## config.mk

```make
export PLATFORM = sky130hd
export DESIGN_NAME = oal_ctrl
export DESIGN_NICKNAME = d
export VERILOG_FILES = /design/src/hw/rtl/oal_pkg.sv /design/src/hw/rtl/oal_ctrl.sv
export SDC_FILE = /design/constraint.sdc
export NUM_CORES = 1
export LEC_CHECK = 0
export BUFFER_PORTS_ARGS = -buffer_cell sky130_fd_sc_hd__buf_2
export CAP_MARGIN = 10
export CORE_AREA = 2 2 39 41
export DETAILED_ROUTE_END_ITERATION = 10
export DIE_AREA = 0 0 41 43
export PLACE_DENSITY = 0.4
export RECOVER_POWER = 100
export SYNTH_ARGS = -nofsm -noshare
export SYNTH_HDL_FRONTEND = slang
export SYNTH_SLANG_ARGS = --single-unit
```

## constraint.sdc

```tcl
create_clock -name clk -period 1.4 [get_ports clk]
set_input_delay 0 -clock clk [delete_from_list [all_inputs] [get_ports clk]]
set_output_delay 0 -clock clk [all_outputs]
set_load 0.05 [all_outputs]
```

## src/hw/rtl/oal_pkg.sv

```systemverilog
// ----------------------------------------------------------------------------
// Ordered array list engine package
// Shared sizes, operation and status codes, controller states and the
// command and status bundles between the controller and the datapath.
// ----------------------------------------------------------------------------
`timescale 1ns / 1ps
`default_nettype none

package oal_pkg;

	// List capacity and the widths that follow from it.
	localparam int CAPACITY = 128;
	localparam int IDX_W    = $clog2(CAPACITY);
	localparam int CNT_W    = $clog2(CAPACITY + 1);
	localparam int POS_W    = 8;
	localparam int CMP_W    = (CNT_W > POS_W) ? CNT_W : POS_W;

	// Fixed payload widths.
	localparam int VALUE_W  = 32;
	localparam int FIDX_W   = 7;
	localparam int OCNT_W   = 8;

	// Match search is split into groups, encoded one level per cycle.
	localparam int GRP      = (CAPACITY < 16) ? CAPACITY : 16;
	localparam int GRP_W    = $clog2(GRP);
	localparam int NGRP     = (CAPACITY + GRP - 1) / GRP;

	typedef enum logic [1:0] {
		OP_FIND   = 2'd0,
		OP_INSERT = 2'd1,
		OP_DELETE = 2'd2,
		OP_CLEAR  = 2'd3
	} oal_op_t;

	typedef enum logic [1:0] {
		STATUS_OK       = 2'd0,
		STATUS_FULL     = 2'd1,
		STATUS_BADPOS   = 2'd2,
		STATUS_NOTFOUND = 2'd3
	} oal_status_t;

	typedef enum logic [2:0] {
		ST_IDLE,
		ST_EXEC,
		ST_GROUP,
		ST_RESOLVE,
		ST_DONE
	} oal_state_t;

	// Commands from the controller to the datapath.
	typedef struct packed {
		logic load_in;
		logic exec;
		logic group;
		logic resolve;
		logic load_out;
	} oal_cmd_t;

	// Status from the datapath to the controller.
	typedef struct packed {
		logic is_find;
	} oal_sts_t;

endpackage

`default_nettype wire

```

## src/hw/rtl/oal_ctrl.sv

```systemverilog
// ----------------------------------------------------------------------------
// Ordered array list controller
// State machine that sequences each operation through the datapath and
// owns the request ready and the response valid.
// ----------------------------------------------------------------------------
`timescale 1ns / 1ps
`default_nettype none

module oal_ctrl (
	input  wire logic              clk,
	input  wire logic              arst_n,
	input  wire logic              req_valid,
	output logic                   req_ready,
	output logic                   rsp_valid,
	input  wire logic              rsp_ready,
	output oal_pkg::oal_cmd_t      cmd,
	input  wire oal_pkg::oal_sts_t sts
);

	oal_pkg::oal_state_t state_q;
	oal_pkg::oal_state_t state_d;
	logic                out_valid_q;
	logic                out_free;

	// The output register can take a new result when empty or draining.
	assign out_free = !out_valid_q || rsp_ready;

	// Next state.
	always_comb begin
		state_d = state_q;
		unique case (state_q)
			oal_pkg::ST_IDLE: begin
				if (req_valid) state_d = oal_pkg::ST_EXEC;
			end
			oal_pkg::ST_EXEC: begin
				state_d = sts.is_find ? oal_pkg::ST_GROUP : oal_pkg::ST_DONE;
			end
			oal_pkg::ST_GROUP: begin
				state_d = oal_pkg::ST_RESOLVE;
			end
			oal_pkg::ST_RESOLVE: begin
				state_d = oal_pkg::ST_DONE;
			end
			oal_pkg::ST_DONE: begin
				if (out_free) state_d = oal_pkg::ST_IDLE;
			end
			default: begin
				state_d = oal_pkg::ST_IDLE;
			end
		endcase
	end

	// Outputs and datapath commands.
	always_comb begin
		req_ready    = 1'b0;
		cmd          = '0;
		unique case (state_q)
			oal_pkg::ST_IDLE: begin
				req_ready   = 1'b1;
				cmd.load_in = req_valid;
			end
			oal_pkg::ST_EXEC: begin
				cmd.exec = 1'b1;
			end
			oal_pkg::ST_GROUP: begin
				cmd.group = 1'b1;
			end
			oal_pkg::ST_RESOLVE: begin
				cmd.resolve = 1'b1;
			end
			oal_pkg::ST_DONE: begin
				cmd.load_out = out_free;
			end
			default: begin
				req_ready = 1'b0;
			end
		endcase
	end

	assign rsp_valid = out_valid_q;

	// State register and response valid flag.
	always_ff @(posedge clk or negedge arst_n) begin
		if (!arst_n) begin
			state_q     <= oal_pkg::ST_IDLE;
			out_valid_q <= 1'b0;
		end else begin
			state_q <= state_d;
			if (cmd.load_out) begin
				out_valid_q <= 1'b1;
			end else if (rsp_ready) begin
				out_valid_q <= 1'b0;
			end
		end
	end

endmodule

`default_nettype wire

```

# ---- After elaboration in Yosys (flattened, before gate mapping)
# Index checks and enable logic that the tools add are counted.
dict set report word_totals {
  ramBits 0
  mem_bits_ro 0
  out_inout_bits 7
  latch_bits 0
  memories 0
  wordCells 25
  register_bits 4
}
dict set report classes {
  eq_ne 6
  magnitude_cmp 0
  muxes 12
  reduce_logical 5
  bitwise_logic 0
  multipliers 0
  n_addsub 0
  div 0
  shifts 0
}
# operator count
set ops {}
lappend ops {{$pmux 3 s5} 1}
lappend ops {{$mux 3} 3}
lappend ops {{$mux 1} 8}
lappend ops {{$eq 3x2->1 const B} 2}
lappend ops {{$ne 2x2->1 const B} 2}
lappend ops {{$eq 3x1->1 const B} 1}
lappend ops {{$eq 3x3->1 const B} 1}
lappend ops {{$logic_not 3->1} 1}
lappend ops {{$reduce_and 2->1} 1}
lappend ops {{$reduce_bool 2->1} 1}
lappend ops {{$logic_not 1->1} 1}
lappend ops {{$logic_or 1x1->1} 1}

# ---- Longest topological paths before layout
dict set report logic_depth {
  ltp_word 4
  depth_mapped 3
  ltp_nobuf 2
}

# ---- Least setup slack after synthesis
# OpenSTA, ideal clock, no wires.
dict set report synth_timing {
  path_type {register to output}
  from {register state_q[2]}
  to {output cmd[4] (netlist name)}
  path_buffers 1
  arrival_ns 2.176
  path_slack_ns -0.776
  required_ns 1.400
  path_stages_with_launch 4
  cell_sequence {dfrtp_1 -> buf_6 -> nor3_1 -> and2_1}
}
# item line_no
set synth_rtl {}
lappend synth_rtl {{from (decl)} oal_ctrl.sv:20} ;# oal_pkg::oal_state_t state_q;
lappend synth_rtl {{from (signal assigned)} oal_ctrl.sv:85} ;# state_q <= oal_pkg::ST_IDLE;
lappend synth_rtl {{from (signal assigned)} oal_ctrl.sv:88} ;# state_q <= state_d;
lappend synth_rtl {{to (decl)} oal_ctrl.sv:16} ;# output oal_pkg::oal_cmd_t cmd,

==> key figures <==
Floorplan
  – Initial core utilization: 0.162
  – DIE WIDTH: 41 um
  – I/O pin total: 12
  – Die height: 43 um
  – Core area: 1380 um2
  – Die area: 1760 um2
  – Row count: 14

Cells and area
  – Layout net count: 46
  – Area Overhead vs Synth: 62.6%
  – Fillers: 155
  – Non-Filler Instances: 55
  – Share of layout cells above drive strength 1: 0.538
  – Ant. Diodes: 0

Yosys
  – Gate Count Post-Synth: 22
  – FF+latch count, synth: 4
  – Synth cell types: 14
  – Yosys warnings: 0
  – Fraction of the mapped netlist area in compound gates: 0.0950
  – Mean Syn Cell Area: 10.2 um2
  – Mapped Area: 224 um2
  – Synth area leaders: dfrtp_1 45%, o32ai_2 7.3%, nor3_1 6.7%
  – Xor/xnor share of the synthesized area: 0
  – Post-synth top area cell: dfrtp_1
  – Area share of the largest cell type after synthesis: 0.447
  – Seq/Total Area, Yosys: 0.447
  – Synth Area in Simple Gates: 0.391
  – Mux cell area share after synthesis: 0
  – Adder-cell share of the synthesized area: 0
  – Synth Net Count: 27
  – Largest family of logic cells by synthesized area: simple AND/OR/NAND/NOR gates

Placed design
  – Setup slack after placement: 0.255 ns
  – RD Place Congestion: 0.637
  – Placed insts: 51
  – Buffers on Ports: 11
  – Estimated wirelength of the detail-placed design: 414 um

Detailed routing
  – Post-DR vias/cell: 3.87
  – Drt pass-1 iters: 1
  – DRC violation count after routing: 0
  – Routed wire length per instance: 8.69 um
  – Initial drt markers: 0
  – Post-route ant nets: 0
  – Vias post-DR: 213
  – Routed WL: 478 um

Timing
  – Total negative slack: 0 ns
  – Setup violations, final: 0
  – Slew headroom: 0.605
  – Worst-margin pin slew: 0.595 ns
  – Post-Route Hold Slack: 0.0513 ns
  – Final hold vios: 0
  – Tmin final: 1.32 ns
  – PnR worst setup slack: 0.0835 ns
  – Fin. max-slew vios: 0
  – Unrepaired setup endpoints after global routing: false
  – Fin Clk Skew: 0.00328 ns
  – Period utilization: 0.940
  – Max Clk Rate: 760 MHz

Worst setup path
  – Setup crit start kind: register
  – Crit Path Category: reg2out
  – Crit path DAT: 1.32 ns
  – CP Launch Point: state_q[2]
  – Worst Path Max Fanout: 7
  – R2r startpoint: state_q[1]
  – Worst path required time: 1.40 ns
  – Crit. End Element: output port

Clock network
  – Longest Clk Path Bufs: 2
  – CTS tree: built
  – Clock latency on the worst-skew pair: 0.23 ns
  – Root Buffer: clkbuf_4
  – H-Tree Depth: 1
  – CTS clock-pin slew for the worst setup and hold paths: 0.04 ns
  – Number of buffers created by CTS: 3
  – Clock sinks: 4

Global route
  – First-pass GRT wire length: 745 um
  – Met3 GRT Util: 0.0471
  – All-layer global routing usage: 0.0677
  – M2 GR Usage: 0.0813
  – Vias in the first global route: 195
  – Initial antenna violation count: 0
  – Met1 usage: 0.0757
  – Largest net degree at the start of global routing: 9
  – GRT Residual Overflow: 0
  – Global routing's busiest layer: met2

Min path
  – Hold_sp: req_valid
  – Worst hold path type: in2reg

Status
  – Run status: completed

Run
  – Max-cap violations: 0
[timing repair]
item | CTS | global route
hold endpoints to repair | 4 | 0
buffers inserted | 0 | 0
setup endpoints to repair | 1 | 0
gates resized for setup | 1 | 0
hold buffers | 1 | 0
[cells by family (layout without fill, tap and decap cells)]
kind of cell / after synthesis / after routing
AO/OA/AOI/OAI: 2 / 2
buffers and inverters: 2 / 19
flip-flops: 4 / 4
AND/OR/NAND/NOR: 14 / 14
[synth_stat cells, drive strengths merged]
cell / n
dfrtp: 4
nor3: 3
nand2b: 2
nor2b: 2
nor3b: 2
a21oi: 1
and2: 1
buf: 1
inv: 1
nand2: 1
nand3b: 1
nor2: 1
o32ai: 1
or3b: 1
[path summary, 6_finish.rpt]
| kind | to | slack (ns) | depth (start not counted) |
|---|---|---|---|
| worst max-delay path | cmd[4] | 0.08 | 4 |
| worst min-delay path | state_q[0] | 0.05 | 3 |
| worst max register to register | state_q[2] | 0.37 | 2 |
| worst min register to register | rsp_valid | 0.52 | 2 |
| max in group asynchronous | rsp_valid | 1.09 | 2 |
| min in group asynchronous | state_q[0] | 0.13 | 2 |
[state kept, by name (all words and copies together), names as in the netlist]
signal / flops
state_q: 3
rsp_valid: 1
[through the flow]
stage	instance area (um2)	util
CTS	374	0.270
floorplan	253	-
finish	364	0.263
detailed placement	339	0.245
global route	364	0.263
global placement	339	0.245
[critical path, stage by stage, from the launching register on]
cell	delay (ns)
dfrtp_1	0.36
buf_4	0.17
nor3_4	0.18
and2_1	0.13
buf_2	0.25
[cell usage in the layout (no fill, tap or decap), drive strengths merged]
cell type / Yosys / routed
clkbuf: 0 / 9
buf: 1 / 8
dfrtp: 4 / 4
nor3: 3 / 3
nor3b: 2 / 2
nand2b: 2 / 2
nor2b: 2 / 2
inv: 1 / 1
or3b: 1 / 1
and2: 1 / 1
nor2: 1 / 1
o32ai: 1 / 1
nand3b: 1 / 1
a21oi: 1 / 1
nand2: 1 / 1
dlygate4sd3: 0 / 1
[cell type report]
cell class	instances	area, um2	area share
well taps	16	20.0	0.0550
inverters	1	3.75	0.0103
repair buffers	15	87.6	0.241
clock buffers	3	22.5	0.0619
flip-flops and latches	4	100	0.275
multi-input cells	16	130	0.357
[layer usage]
layer  share of wire  up-vias
met5               0        -
li1                -      109
met2            0.52        6
met3           0.079        0
met4               0        0
met1            0.40       98
Power is left out: the tool's default activity adds up to more than one toggle a clock period on the data nets, which glitch-free logic cannot reach.
